--- src/tcp_pkg.sv ---
// tcp_pkg: types, character codes and keyword tables for the text command line parser.
// No dependencies; the matcher, the scaler, the top and the bench import it.
`timescale 1ns / 1ps

package tcp_pkg;

    // Line match phases
    typedef enum logic [3:0] {
        PH_START,
        PH_E,
        PH_D,
        PH_S,
        PH_STOP,
        PH_SETP,
        PH_T,
        PH_EN_OK,
        PH_DIS_OK,
        PH_REJECT,
        PH_SET_LEAD,
        PH_SET_INT,
        PH_SET_FRAC,
        PH_TURN_LEAD,
        PH_TURN_INT
    } phase_t;

    typedef enum logic [1:0] {
        KIND_ENABLE,
        KIND_DISABLE,
        KIND_SETPOINT,
        KIND_TURN
    } cmd_kind_t;

    localparam logic [7:0] CH_NUL   = 8'h00;
    localparam logic [7:0] CH_TAB   = 8'h09;
    localparam logic [7:0] CH_LF    = 8'h0A;
    localparam logic [7:0] CH_VT    = 8'h0B;
    localparam logic [7:0] CH_FF    = 8'h0C;
    localparam logic [7:0] CH_CR    = 8'h0D;
    localparam logic [7:0] CH_SPACE = 8'h20;
    localparam logic [7:0] CH_PLUS  = 8'h2B;
    localparam logic [7:0] CH_MINUS = 8'h2D;
    localparam logic [7:0] CH_DOT   = 8'h2E;
    localparam logic [7:0] CH_ZERO  = 8'h30;
    localparam logic [7:0] CH_NINE  = 8'h39;
    localparam logic [7:0] CH_D     = 8'h44;
    localparam logic [7:0] CH_E     = 8'h45;
    localparam logic [7:0] CH_S     = 8'h53;
    localparam logic [7:0] CH_T     = 8'h54;

    localparam logic [31:0] MAG_CAP = 32'h8000_0000;
    localparam logic [31:0] POS_MAX = 32'h7FFF_FFFF;

    // Matcher result handed to the scaling logic
    typedef struct packed {
        logic        emit;
        cmd_kind_t   kind;
        logic        negative;
        logic [31:0] acc;
        logic [1:0]  frac;
    } hit_t;

    typedef struct packed {
        cmd_kind_t          cmd_kind;
        logic signed [31:0] pitch_centideg;
        logic signed [31:0] turn_rate_hz;
    } cmd_t;

    // Keyword length for a keyword phase
    function automatic logic [3:0] kw_len(phase_t ph);
        logic [3:0] len;
        unique case (ph)
            PH_E:    len = 4'd6;
            PH_D:    len = 4'd7;
            PH_STOP: len = 4'd4;
            PH_SETP: len = 4'd9;
            PH_T:    len = 4'd5;
            default: len = 4'd0;
        endcase
        return len;
    endfunction

    // Expected character at a line position for a keyword phase
    function automatic logic [7:0] kw_char(phase_t ph, logic [3:0] pos);
        logic [71:0] w;
        logic [71:0] w_sh;
        unique case (ph)
            PH_E:    w = {"ENABLE", 24'h0};
            PH_D:    w = {"DISABLE", 16'h0};
            PH_STOP: w = {"STOP", 40'h0};
            PH_SETP: w = "SETPOINT ";
            PH_T:    w = {"TURN ", 32'h0};
            default: w = 72'h0;
        endcase
        w_sh = w << {pos, 3'b000};
        return w_sh[71:64];
    endfunction

    // Phase reached once the keyword is complete
    function automatic phase_t kw_done(phase_t ph);
        phase_t nx;
        unique case (ph)
            PH_E:    nx = PH_EN_OK;
            PH_D:    nx = PH_DIS_OK;
            PH_STOP: nx = PH_DIS_OK;
            PH_SETP: nx = PH_SET_LEAD;
            PH_T:    nx = PH_TURN_LEAD;
            default: nx = PH_REJECT;
        endcase
        return nx;
    endfunction

    // acc * 10 + d, capped at 2^31
    function automatic logic [31:0] add_digit(logic [31:0] acc, logic [3:0] d);
        logic [35:0] v;
        v = (36'(acc) << 3) + (36'(acc) << 1) + 36'(d);
        return (v > 36'(MAG_CAP)) ? MAG_CAP : v[31:0];
    endfunction

endpackage

--- src/tcp_ifs.sv ---
// Valid/ready channel interfaces of the parser: byte input and command output.
// Depends on nothing.
`timescale 1ns / 1ps

interface tcp_byte_if;
    logic       valid;
    logic       ready;
    logic [7:0] rx_byte;

    modport source (output valid, output rx_byte, input ready);
    modport sink   (input valid, input rx_byte, output ready);
endinterface

interface tcp_cmd_if;
    logic               valid;
    logic               ready;
    logic [1:0]         cmd_kind;
    logic signed [31:0] pitch_centideg;
    logic signed [31:0] turn_rate_hz;

    modport source (output valid, output cmd_kind, output pitch_centideg,
                    output turn_rate_hz, input ready);
    modport sink   (input valid, input cmd_kind, input pitch_centideg,
                    input turn_rate_hz, output ready);
endinterface

--- src/tcp_matcher.sv ---
// tcp_matcher: per-line match state and one-byte step of the keyword/number matcher.
// Depends on tcp_pkg.
`timescale 1ns / 1ps

module tcp_matcher #(
    parameter int MAX_LINE_CHARS = 63
) (
    input  logic          clk,
    input  logic          rst_n,
    input  logic          step,
    input  logic [7:0]    rx_byte,
    output tcp_pkg::hit_t hit
);
    import tcp_pkg::*;

    localparam int CW = $clog2(MAX_LINE_CHARS + 1);

    phase_t        phase_reg, phase_next;
    logic [CW-1:0] count_reg, count_next;
    logic          neg_reg, neg_next;
    logic [31:0]   acc_reg, acc_next;
    logic [1:0]    frac_reg, frac_next;
    logic          ended_reg, ended_next;

    logic   is_digit;
    logic   is_blank;
    logic   is_set;
    phase_t lead_ph;
    phase_t int_ph;
    logic [3:0] klen;

    assign is_digit = (rx_byte >= CH_ZERO) && (rx_byte <= CH_NINE);
    assign is_blank = (rx_byte == CH_SPACE) || (rx_byte == CH_TAB) ||
                      (rx_byte == CH_VT) || (rx_byte == CH_FF);
    assign is_set   = (phase_reg == PH_SET_LEAD) || (phase_reg == PH_SET_INT) ||
                      (phase_reg == PH_SET_FRAC);
    assign lead_ph  = is_set ? PH_SET_LEAD : PH_TURN_LEAD;
    assign int_ph   = is_set ? PH_SET_INT : PH_TURN_INT;
    assign klen     = kw_len(phase_reg);

    // Result seen at end of line
    always_comb
    begin
        hit          = '0;
        hit.negative = neg_reg;
        hit.acc      = acc_reg;
        hit.frac     = frac_reg;
        hit.kind     = KIND_ENABLE;
        if (step && rx_byte == CH_LF && count_reg != '0)
        begin
            unique case (phase_reg)
                PH_EN_OK:
                begin
                    hit.emit = 1'b1;
                    hit.kind = KIND_ENABLE;
                end
                PH_DIS_OK:
                begin
                    hit.emit = 1'b1;
                    hit.kind = KIND_DISABLE;
                end
                PH_SET_LEAD, PH_SET_INT, PH_SET_FRAC:
                begin
                    hit.emit = 1'b1;
                    hit.kind = KIND_SETPOINT;
                end
                PH_TURN_LEAD, PH_TURN_INT:
                begin
                    hit.emit = 1'b1;
                    hit.kind = KIND_TURN;
                end
                default:
                begin
                    hit.emit = 1'b0;
                end
            endcase
        end
    end

    // Next match state
    always_comb
    begin
        phase_next = phase_reg;
        count_next = count_reg;
        neg_next   = neg_reg;
        acc_next   = acc_reg;
        frac_next  = frac_reg;
        ended_next = ended_reg;
        priority if (!step || rx_byte == CH_CR)
        begin
            // carriage returns are dropped
        end
        else if (rx_byte == CH_LF || count_reg >= CW'(MAX_LINE_CHARS))
        begin
            // end of line, or overlong line: restart empty
            phase_next = PH_START;
            count_next = '0;
            neg_next   = 1'b0;
            acc_next   = '0;
            frac_next  = '0;
            ended_next = 1'b0;
        end
        else
        begin
            count_next = count_reg + 1'b1;
            priority if (ended_reg)
            begin
                // rest of line ignored
            end
            else if (rx_byte == CH_NUL)
            begin
                ended_next = 1'b1;
            end
            else
            begin
                unique case (phase_reg)
                    PH_START:
                    begin
                        priority if (rx_byte == CH_E)      phase_next = PH_E;
                        else if (rx_byte == CH_D)          phase_next = PH_D;
                        else if (rx_byte == CH_S)          phase_next = PH_S;
                        else if (rx_byte == CH_T)          phase_next = PH_T;
                        else                               phase_next = PH_REJECT;
                    end
                    PH_S:
                    begin
                        priority if (rx_byte == CH_T)      phase_next = PH_STOP;
                        else if (rx_byte == CH_E)          phase_next = PH_SETP;
                        else                               phase_next = PH_REJECT;
                    end
                    PH_E, PH_D, PH_STOP, PH_SETP, PH_T:
                    begin
                        if (count_reg < CW'(klen) && rx_byte == kw_char(phase_reg, count_reg[3:0]))
                        begin
                            if (count_reg == CW'(klen - 4'd1))
                                phase_next = kw_done(phase_reg);
                        end
                        else
                        begin
                            phase_next = PH_REJECT;
                        end
                    end
                    PH_SET_FRAC:
                    begin
                        if (is_digit)
                        begin
                            if (frac_reg < 2'd2)
                            begin
                                acc_next  = add_digit(acc_reg, rx_byte[3:0]);
                                frac_next = frac_reg + 2'd1;
                            end
                        end
                        else
                        begin
                            ended_next = 1'b1;
                        end
                    end
                    PH_SET_LEAD, PH_SET_INT, PH_TURN_LEAD, PH_TURN_INT:
                    begin
                        priority if (is_digit)
                        begin
                            acc_next   = add_digit(acc_reg, rx_byte[3:0]);
                            phase_next = int_ph;
                        end
                        else if (is_set && rx_byte == CH_DOT)
                        begin
                            phase_next = PH_SET_FRAC;
                        end
                        else if (phase_reg == lead_ph && is_blank)
                        begin
                            // leading blank skipped
                        end
                        else if (phase_reg == lead_ph &&
                                 (rx_byte == CH_PLUS || rx_byte == CH_MINUS))
                        begin
                            neg_next   = (rx_byte == CH_MINUS);
                            phase_next = int_ph;
                        end
                        else
                        begin
                            ended_next = 1'b1;
                        end
                    end
                    default:
                    begin
                        phase_next = PH_REJECT;
                    end
                endcase
            end
        end
    end

    always_ff @(posedge clk or negedge rst_n)
    begin
        if (!rst_n)
        begin
            phase_reg <= PH_START;
            count_reg <= '0;
            neg_reg   <= 1'b0;
            acc_reg   <= '0;
            frac_reg  <= '0;
            ended_reg <= 1'b0;
        end
        else
        begin
            phase_reg <= phase_next;
            count_reg <= count_next;
            neg_reg   <= neg_next;
            acc_reg   <= acc_next;
            frac_reg  <= frac_next;
            ended_reg <= ended_next;
        end
    end

`ifndef NO_ASSERTIONS
    a_count_bound: assert property (@(posedge clk) disable iff (!rst_n)
        count_reg <= CW'(MAX_LINE_CHARS))
        else $error("line count beyond limit");

    a_lf_clears: assert property (@(posedge clk) disable iff (!rst_n)
        step && rx_byte == CH_LF |=> count_reg == '0 && phase_reg == PH_START && !ended_reg)
        else $error("newline did not restart the line");

    a_acc_capped: assert property (@(posedge clk) disable iff (!rst_n)
        acc_reg <= MAG_CAP)
        else $error("accumulator above cap");
`endif

endmodule

--- src/tcp_scale.sv ---
// tcp_scale: turns a matched number into the signed, saturated command fields.
// Depends on tcp_pkg.
`timescale 1ns / 1ps

module tcp_scale (
    input  tcp_pkg::hit_t hit,
    output tcp_pkg::cmd_t cmd
);
    import tcp_pkg::*;

    logic [6:0]  mul;
    logic [38:0] prod;
    logic [31:0] mag;
    logic [31:0] sval;

    // setpoint is scaled to hundredths by the missing fraction digits
    always_comb
    begin
        if (hit.kind == KIND_SETPOINT)
        begin
            unique case (hit.frac)
                2'd0:    mul = 7'd100;
                2'd1:    mul = 7'd10;
                default: mul = 7'd1;
            endcase
        end
        else
        begin
            mul = 7'd1;
        end
    end

    assign prod = 39'(hit.acc) * 39'(mul);

    always_comb
    begin
        if (hit.negative)
        begin
            mag  = (prod >= 39'(MAG_CAP)) ? MAG_CAP : prod[31:0];
            sval = ~mag + 32'd1;
        end
        else
        begin
            mag  = (prod > 39'(POS_MAX)) ? POS_MAX : prod[31:0];
            sval = mag;
        end
    end

    always_comb
    begin
        cmd.cmd_kind       = hit.kind;
        cmd.pitch_centideg = (hit.kind == KIND_SETPOINT) ? sval : 32'sd0;
        cmd.turn_rate_hz   = (hit.kind == KIND_TURN) ? sval : 32'sd0;
    end

endmodule

--- src/text_command_line_parser_top.sv ---
// A held byte is matched when the matcher steps on it, which also loads any command it ends.
// Throughput: one byte per cycle; the only limit is the command output register,
// which holds the matcher while a finished command is not taken.
// One more byte is taken into the input register while the output stalls.
// Reset (rst_n low, asynchronous) clears the line state and both valid flags;
// the block starts at the beginning of an empty line.
`timescale 1ns / 1ps

module text_command_line_parser_top #(
    parameter int MAX_LINE_CHARS = 63
) (
    input  logic      clk,
    input  logic      rst_n,
    tcp_byte_if.sink  rx,
    tcp_cmd_if.source cmd
);
    import tcp_pkg::*;

    // Input register: one received byte waiting for the matcher
    logic       byte_valid_reg;
    logic [7:0] byte_reg;

    // Output register: one finished command waiting for the sink
    logic out_valid_reg;
    cmd_t cmd_reg;

    logic fire;      // matcher consumes the held byte this cycle
    hit_t hit;
    cmd_t cmd_new;

    // The held byte advances when the output slot is free or drains now.
    assign fire     = byte_valid_reg && (!out_valid_reg || cmd.ready);
    assign rx.ready = !byte_valid_reg || fire;

    tcp_matcher #(
        .MAX_LINE_CHARS (MAX_LINE_CHARS)
    ) u_matcher (
        .clk     (clk),
        .rst_n   (rst_n),
        .step    (fire),
        .rx_byte (byte_reg),
        .hit     (hit)
    );

    tcp_scale u_scale (
        .hit (hit),
        .cmd (cmd_new)
    );

    always_ff @(posedge clk or negedge rst_n)
    begin
        if (!rst_n)
        begin
            byte_valid_reg <= 1'b0;
            out_valid_reg  <= 1'b0;
        end
        else
        begin
            if (rx.valid && rx.ready)
                byte_valid_reg <= 1'b1;
            else if (fire)
                byte_valid_reg <= 1'b0;

            if (fire && hit.emit)
                out_valid_reg <= 1'b1;
            else if (cmd.ready)
                out_valid_reg <= 1'b0;
        end
    end

    // Payload registers, no reset
    always_ff @(posedge clk)
    begin
        if (rx.valid && rx.ready)
            byte_reg <= rx.rx_byte;
        if (fire && hit.emit)
            cmd_reg <= cmd_new;
    end

    assign cmd.valid          = out_valid_reg;
    assign cmd.cmd_kind       = cmd_reg.cmd_kind;
    assign cmd.pitch_centideg = cmd_reg.pitch_centideg;
    assign cmd.turn_rate_hz   = cmd_reg.turn_rate_hz;

`ifndef NO_ASSERTIONS
    a_accept_holds: assert property (@(posedge clk) disable iff (!rst_n)
        rx.valid && rx.ready |=> byte_valid_reg)
        else $error("accepted byte not held");

    a_hit_shows: assert property (@(posedge clk) disable iff (!rst_n)
        fire && hit.emit |=> cmd.valid)
        else $error("matched command not presented");

    a_no_step_blocked: assert property (@(posedge clk) disable iff (!rst_n)
        out_valid_reg && !cmd.ready |-> !fire)
        else $error("matcher stepped while command stalled");
`endif

endmodule

--- src/flat_wrapper.sv ---
// flat-port wrapper written by rule: the top's interface ports become plain ports
module text_command_line_parser_top_flat import tcp_pkg::*;
#(
    parameter int MAX_LINE_CHARS = 63
)
  (clk, rst_n, rx_valid, rx_rx_byte, rx_ready, cmd_valid, cmd_cmd_kind, cmd_pitch_centideg, cmd_turn_rate_hz, cmd_ready);
  tcp_byte_if rx_i ();
  tcp_cmd_if cmd_i ();
  input  logic clk;
  input  logic rst_n;
  input wire logic [$bits(rx_i.valid)-1:0] rx_valid;
  input wire logic [$bits(rx_i.rx_byte)-1:0] rx_rx_byte;
  output wire logic [$bits(rx_i.ready)-1:0] rx_ready;
  output wire logic [$bits(cmd_i.valid)-1:0] cmd_valid;
  output wire logic [$bits(cmd_i.cmd_kind)-1:0] cmd_cmd_kind;
  output wire logic [$bits(cmd_i.pitch_centideg)-1:0] cmd_pitch_centideg;
  output wire logic [$bits(cmd_i.turn_rate_hz)-1:0] cmd_turn_rate_hz;
  input wire logic [$bits(cmd_i.ready)-1:0] cmd_ready;
  assign rx_i.valid = rx_valid;
  assign rx_i.rx_byte = rx_rx_byte;
  assign rx_ready = rx_i.ready;
  assign cmd_valid = cmd_i.valid;
  assign cmd_cmd_kind = cmd_i.cmd_kind;
  assign cmd_pitch_centideg = cmd_i.pitch_centideg;
  assign cmd_turn_rate_hz = cmd_i.turn_rate_hz;
  assign cmd_i.ready = cmd_ready;
  text_command_line_parser_top #(.MAX_LINE_CHARS(MAX_LINE_CHARS)) u_core (.clk(clk), .rst_n(rst_n), .rx(rx_i), .cmd(cmd_i));
endmodule
--- config.mk ---
export PLATFORM = sky130hd
export DESIGN_NAME = text_command_line_parser_top_flat
export DESIGN_NICKNAME = d
export VERILOG_FILES = /design/src/tcp_pkg.sv /design/src/tcp_ifs.sv /design/src/tcp_matcher.sv /design/src/tcp_scale.sv /design/src/text_command_line_parser_top.sv /design/src/flat_wrapper.sv
export SDC_FILE = /design/constraint.sdc
export NUM_CORES = 1
export LEC_CHECK = 0
export BUFFER_PORTS_ARGS = -buffer_cell sky130_fd_sc_hd__buf_2
export CORE_MARGIN = 2
export CORE_UTILIZATION = 69
export CTS_CLUSTER_SIZE = 24
export DETAILED_ROUTE_END_ITERATION = 8
export GPL_TIMING_DRIVEN = 0
export PLACE_DENSITY_LB_ADDON = 0.3
export SLEW_MARGIN = 30
export SYNTH_ARGS = -nofsm -noshare
export SYNTH_HDL_FRONTEND = slang
export SYNTH_SLANG_ARGS = --single-unit
export TNS_END_PERCENT = 20
--- constraint.sdc ---
create_clock -name clk -period 25.1 [get_ports clk]
set_clock_uncertainty 0.05 [all_clocks]
set_input_delay 2.51 -clock clk [delete_from_list [all_inputs] [get_ports clk]]
set_output_delay 2.51 -clock clk [all_outputs]
set_load 0.01 [all_outputs]
==> impl_metrics.toml, run 1 <==
[outcome]
outcome = "completed"

[global_route]
antenna_found_initial = 0
first_global_vias = 14851
grt_use_total_pct = 38.2
grt_pass1_wl_mm = 73.5
grt_overflow = 0
grt_max_degree = 51

[placement]
gp_congestion = 0.976
io_buffers = 79
hpwl_mm = 34.8

[timing]
hold_violations = 0
period_share_pct = 52.5
slew_headroom_pct = 37.1
worstMarginPinSlew_ns = 0.919
fin_crit_ns = 13.18
max_freq_mhz = 75.9
rsz0062_at_grt = "false"
slew_violations = 0
hold_ws_ns = 0.447
fin_tns_setup_ns = 0
setup_viol = 0

[logic_synthesis]
ys_ff_latch = 122
synth_flop_cell = "edfxtp_1"
ys_warn_count = 0
yosys.cell_types.count = 82
ys_async_sr_fraction_pct = 39.3
yosysTopAreaCell = "edfxtp_1"
syn_area_sq_um = 15800
synthTopCellsByArea = "edfxtp_1 (14%), fa_1 (14%), ha_1 (12%)"
syn_inst = 1893
yosysSeqAreaShare_pct = 21.6
netlist.area_leader.share_pct = 14.0
synth_edf_count = 74
avgSynthCellArea_sq_um = 8.36
syn-num-nets = 2166

[route]
vias = 14866
firstDrtPassIters = 7
routedWlPerCell_microns = 19.6
drt-total-wl_mm = 44.9
vias_per_cell = 6.49
postRouteAntennaNets = 0
drc = 0
first_iter_violations = 1608

[critical_path]
path_delay_family = "simple AND/OR/NAND/NOR gates"
crit_type = "input pin to flop"
critical_path_required_ns = 25.21
crit_end = "u_core.cmd.turn_rate_hz[30]$_SDFFCE_PP0P_"
cp_slowest_stage_delay_ns = 0.67
crit_buf_inv = 9
start_kind = "input pin"
critPathLaunch = "cmd_ready"
crit_slowest_cell = "nor3b_2"
r2r_start = "u_core.byte_reg[4]$_DFFE_PP_"
r2r_end = "u_core.cmd.turn_rate_hz[30]$_SDFFCE_PP0P_"
critPathCaptureType = "flop"
reg2reg_depth = 37
critPathArrivalTime_ns = 13.29
critical_path_depth = 38
critPathMostFrequentCell = "nand2_1"
crit_fanout = 10
r2r_setup_slack_ns = 12.47

[min_path]
hp-start = "u_core.u_matcher.frac_reg[1]$_DFFE_PN0P_"
worstHoldPathCells = 1
hold_path.class = "flop to flop"

[die]
core_sq_um = 22600
ios = 80
dieArea_sq_um = 24200
start_util_pct = 70.1
die_x_microns = 155
chipHeight_microns = 155
num_rows = 55

[final_layout]
drive_gt1_share_pct = 8.03
fillers = 1670
layout.nets = 2265
final_common_cell = "nand2_1"
syn2layout_area_growth_pct = 8.67
mostFrequentLayoutCells = "nand2_1 (214), inv_1 (184), ha_1 (152)"

[clock_network]
cts-root-buf = "clkbuf_16"
clock_latency_ns = 0.45
clkSinkCount = 122
ctsResizeCount = 0
cts_tree = "done"
cts_inserted_buffers = 17
post_cts_buffers = 0
htree_levels = 4
cts_hold_buf = 0
cts_buffer_depth = 2
clk_pin_slew_worst_paths_ns = 0.07

[job]
maxCapViolCount = 0

[power_and_ir_drop]
cellLeakagePower_nw = 8.32
peakVddDrop_mv = 0.0394
p_per_area_nw_per_um2 = 31.5
==> final cells by class <==
cell class | instances | area, sq um | share of cell area (%)
Clock inverter | 15 | 153 | 0.887
Inverter | 185 | 697 | 4.05
Clock buffer | 17 | 425 | 2.47
Tap cell | 285 | 357 | 2.07
Multi-Input combinational cell | 1479 | 11300 | 65.7
Buffer | 107 | 424 | 2.47
Timing Repair Buffer | 80 | 418 | 2.43
Antenna cell | 1 | 2.50 | 0.0145
Sequential cell | 122 | 3420 | 19.9
==> metal layers <==
| layer | wire [microns] | global-route usage [%] | share of wire, % |
|---|---|---|---|
| met5 | 0 | 0 | 0 |
| met4 | 1840 | 17.5 | 4.1 |
| met2 | 21000 | 62.7 | 47 |
| met3 | 3680 | 7.02 | 8.2 |
| met1 | 18300 | 49.5 | 41 |
==> worst min path at each step <==
stage,endpoint
floorplan,u_core.u_matcher.frac_reg[1]$_DFFE_PN0P_
global placement,u_core.u_matcher.frac_reg[1]$_DFFE_PN0P_
detailed placement,u_core.u_matcher.frac_reg[1]$_DFFE_PN0P_
CTS,u_core.u_matcher.frac_reg[1]$_DFFE_PN0P_
global route,u_core.u_matcher.frac_reg[1]$_DFFE_PN0P_
finish,u_core.u_matcher.frac_reg[1]$_DFFE_PN0P_
==> power by group <==
| group | leakage [nW] | internal, mW | total [mW] | switching [mW] |
|---|---|---|---|---|
| combinational | 6.75 | 0.0260 | 0.0706 | 0.0446 |
| sequential | 1.29 | 0.216 | 0.224 | 0.00767 |
| clock | 0.274 | 0.132 | 0.248 | 0.116 |
| total | 8.32 | 0.374 | 0.543 | 0.168 |
==> cells in the mapped netlist (all sizes together) (14+ instances only) <==
library cell    n
a21o           31
a211oi         27
nand3          35
xnor2          50
mux2i          20
nand2         214
dfrtp          48
nor3           46
nand4          19
and2           36
o31ai          14
buf            21
o21ai         119
and3           58
ha            152
a31oi          14
nor2b          23
a21oi         112
edfxtp         74
xor2           46
nor4           16
nand2b         17
inv           185
nor2          128
o21a           18
clkbuf         86
fa            109
==> through the flow <==
stage | cells | util, % | power (mW) | setup WS [ns] | cell area [sq um]
final | 2291 | 76.2 | 0.543 | 11.92 | 17200
after detailed placement | 2258 | 73.6 | 0.296 | 11.71 | 16600
after global placement | 2257 | 73.5 | 0.294 | 11.45 | 16600
after global routing | 2290 | 76.2 | 0.557 | 11.30 | 17200
after floorplan | 1893 | - | 0.276 | 14.12 | 15800
after CTS | 2290 | 76.2 | 0.540 | 12.06 | 17200
==> kinds of logic (layout without fill, tap and decap cells) <==
family | Yosys count | count (layout) | share of synthesized area (%)
muxes | 23 | 23 | 1.48
buffers and inverters | 292 | 404 | 7.07
AOI/OAI and AO/OA | 446 | 446 | 18.3
other | 0 | 1 | 0
adders and majority gates | 261 | 261 | 25.8
xor gates and xnor gates | 96 | 96 | 5.31
DFF | 122 | 122 | 21.6
and+or+nand+nor | 653 | 653 | 20.5
(Power assumes the default switching activity.)
==> inputs of run 2 (changes only) <==
Settings changed: CORE_UTILIZATION 69 to 64.
Clock period 25.1 ns to 12.9 ns, I/O delays scaled along.
==> run 2 against run 1 <==
  * Via count decreased by 1.6%
  * Core utilization decreased by 5.3 points
  * Combinational power increased by 97%
  * Worst hold slack improved by 0.0088 ns
  * Global-route usage decreased by 3.4 points
  * Non-clock buffer count unchanged
  * Critical path depth decreased by 1
  * Largest power group unchanged
==> impl_metrics.toml, run 2 (synthesis gave the netlist of run 1 again) <==
[final_layout]
drive_gt1_share_pct = 8.03
syn2layout_area_growth_pct = 8.93
multiInputGateArea_sq_um = 11300
layout.cells.non_filler = 2329
antenna-diode-count = 0
fillers = 1939
final_common_cell = "nand2_1"
mostFrequentLayoutCells = "nand2_1 (214), inv_1 (184), ha_1 (152)"
layout.nets = 2265
final_cell_area_sq_um = 17200
ff_latch_area_sq_um = 3420

[min_path]
hold_path.class = "flop to flop"
hp-start = "u_core.u_matcher.frac_reg[1]$_DFFE_PN0P_"
worstHoldPathCells = 1
hold_end = "u_core.u_matcher.frac_reg[1]$_DFFE_PN0P_"

[clock_network]
clock_latency_ns = 0.44
cts_buffer_depth = 2
cts_hold_buf = 0
post_cts_buffers = 0
htree_levels = 4
cts_tree = "done"
clkSinkCount = 122
clk_pin_slew_worst_paths_ns = 0.06
cts_inserted_buffers = 17
cts-root-buf = "clkbuf_16"
ctsResizeCount = 0

[placement]
placed_cell_area_sq_um = 16700
hpwl_mm = 34.8
gp_congestion = 0.985
placed_cells = 2297
io_buffers = 79

[critical_path]
critPathLaunch = "u_core.byte_reg[4]$_DFFE_PP_"
r2r_setup_slack_ns = 0.65
crit_slowest_cell = "nor3b_2"
reg2reg_depth = 37
critPathCaptureType = "flop"
critPathArrivalTime_ns = 12.42
crit_type = "flop to flop"
start_kind = "flop"
crit_fanout = 10
crit_buf_inv = 9
r2r_end = "u_core.cmd.pitch_centideg[30]$_SDFFCE_PP0P_"
cp_slowest_stage_delay_ns = 0.67
critical_path_required_ns = 13.06
r2r_start = "u_core.byte_reg[4]$_DFFE_PP_"
path_delay_family = "simple AND/OR/NAND/NOR gates"

[global_route]
busiest_layer = "met2"
grt_use_total_pct = 34.8
first_global_vias = 14706
grt_use_met2_pct = 57.9
grt_max_degree = 49
grt_pass1_wl_mm = 72.7
antenna_found_initial = 0
use_met1_pct = 46.1
use_met3_pct = 5.29
grt_overflow = 0

[timing]
period_share_pct = 95.0
slew_headroom_pct = 39.7
rsz0062_at_grt = "false"
setup_viol = 0
fin_tns_setup_ns = 0
fin_crit_ns = 12.25
max_freq_mhz = 81.6
worstMarginPinSlew_ns = 0.904
slew_violations = 0
hold_violations = 0

[power_and_ir_drop]
cellLeakagePower_nw = 8.33
peakVddDrop_mv = 0.0674
p_per_area_nw_per_um2 = 61.1

[route]
first_iter_violations = 1411
vias = 14632
drc = 0
postRouteAntennaNets = 0
drt-total-wl_mm = 44.4
vias_per_cell = 6.28
firstDrtPassIters = 8
routedWlPerCell_microns = 19.1

[die]
chipHeight_microns = 161
start_util_pct = 65.1
dieArea_sq_um = 26000
num_rows = 57
ios = 80
die_x_microns = 161
core_sq_um = 24300

[outcome]
outcome = "completed"

[job]
maxCapViolCount = 0
[run 2: worst max-delay path by stage]
stage	end	slack, ns	cells past startpoint
floorplan	u_core.cmd.pitch_centideg[30]$_SDFFCE_PP0P_	3.14	36
global placement	u_core.cmd.turn_rate_hz[30]$_SDFFCE_PP0P_	0.38	35
detailed placement	u_core.cmd.turn_rate_hz[30]$_SDFFCE_PP0P_	0.63	35
CTS	u_core.cmd.turn_rate_hz[30]$_SDFFCE_PP0P_	0.60	35
global route	u_core.cmd.turn_rate_hz[30]$_SDFFCE_PP0P_	0.002	37
finish	u_core.cmd.pitch_centideg[30]$_SDFFCE_PP0P_	0.65	37
[run 2: through the flow]
| step | util [%] | worst slack (ns) | total power, mW | hold WS (ns) |
|---|---|---|---|---|
| 2_1_floorplan | - | 3.14 | 0.537 | 0.414 |
| 3_3_place_gp | 68.4 | 0.384 | 0.575 | 0.426 |
| 3_5_place_dp | 68.5 | 0.631 | 0.578 | 0.438 |
| 4_1_cts | 70.9 | 0.598 | 1.05 | 0.452 |
| 5_1_grt | 70.9 | 0.00207 | 1.09 | 0.459 |
| 6_report | 70.9 | 0.646 | 1.05 | 0.456 |
[run 2: per-layer routing]
| layer | part of all wire [%] | routed length, microns |
|---|---|---|
| met1 | 41 | 18400 |
| met2 | 47 | 20800 |
| met3 | 8.2 | 3640 |
| met4 | 3.5 | 1560 |
| met5 | 0 | 0 |
[run 2: layout make-up]
| type | instances | share of cell area (%) |
|---|---|---|
| plain buffers | 107 | 2.47 |
| clock buffers | 17 | 2.47 |
| clock inverters | 15 | 0.878 |
| inverters | 185 | 4.04 |
| multi-input cells | 1479 | 65.5 |
| flip-flops and latches | 122 | 19.9 |
| well taps | 324 | 2.35 |
| repair buffers | 80 | 2.42 |
[run 2: report_power, final]
part           switching, mW  total (mW)  internal, mW  leakage, nW
registers             0.0150       0.436         0.421         1.29
clock network          0.221       0.479         0.258        0.280
logic                 0.0885       0.139        0.0509         6.75
total                  0.324        1.05         0.730         8.33
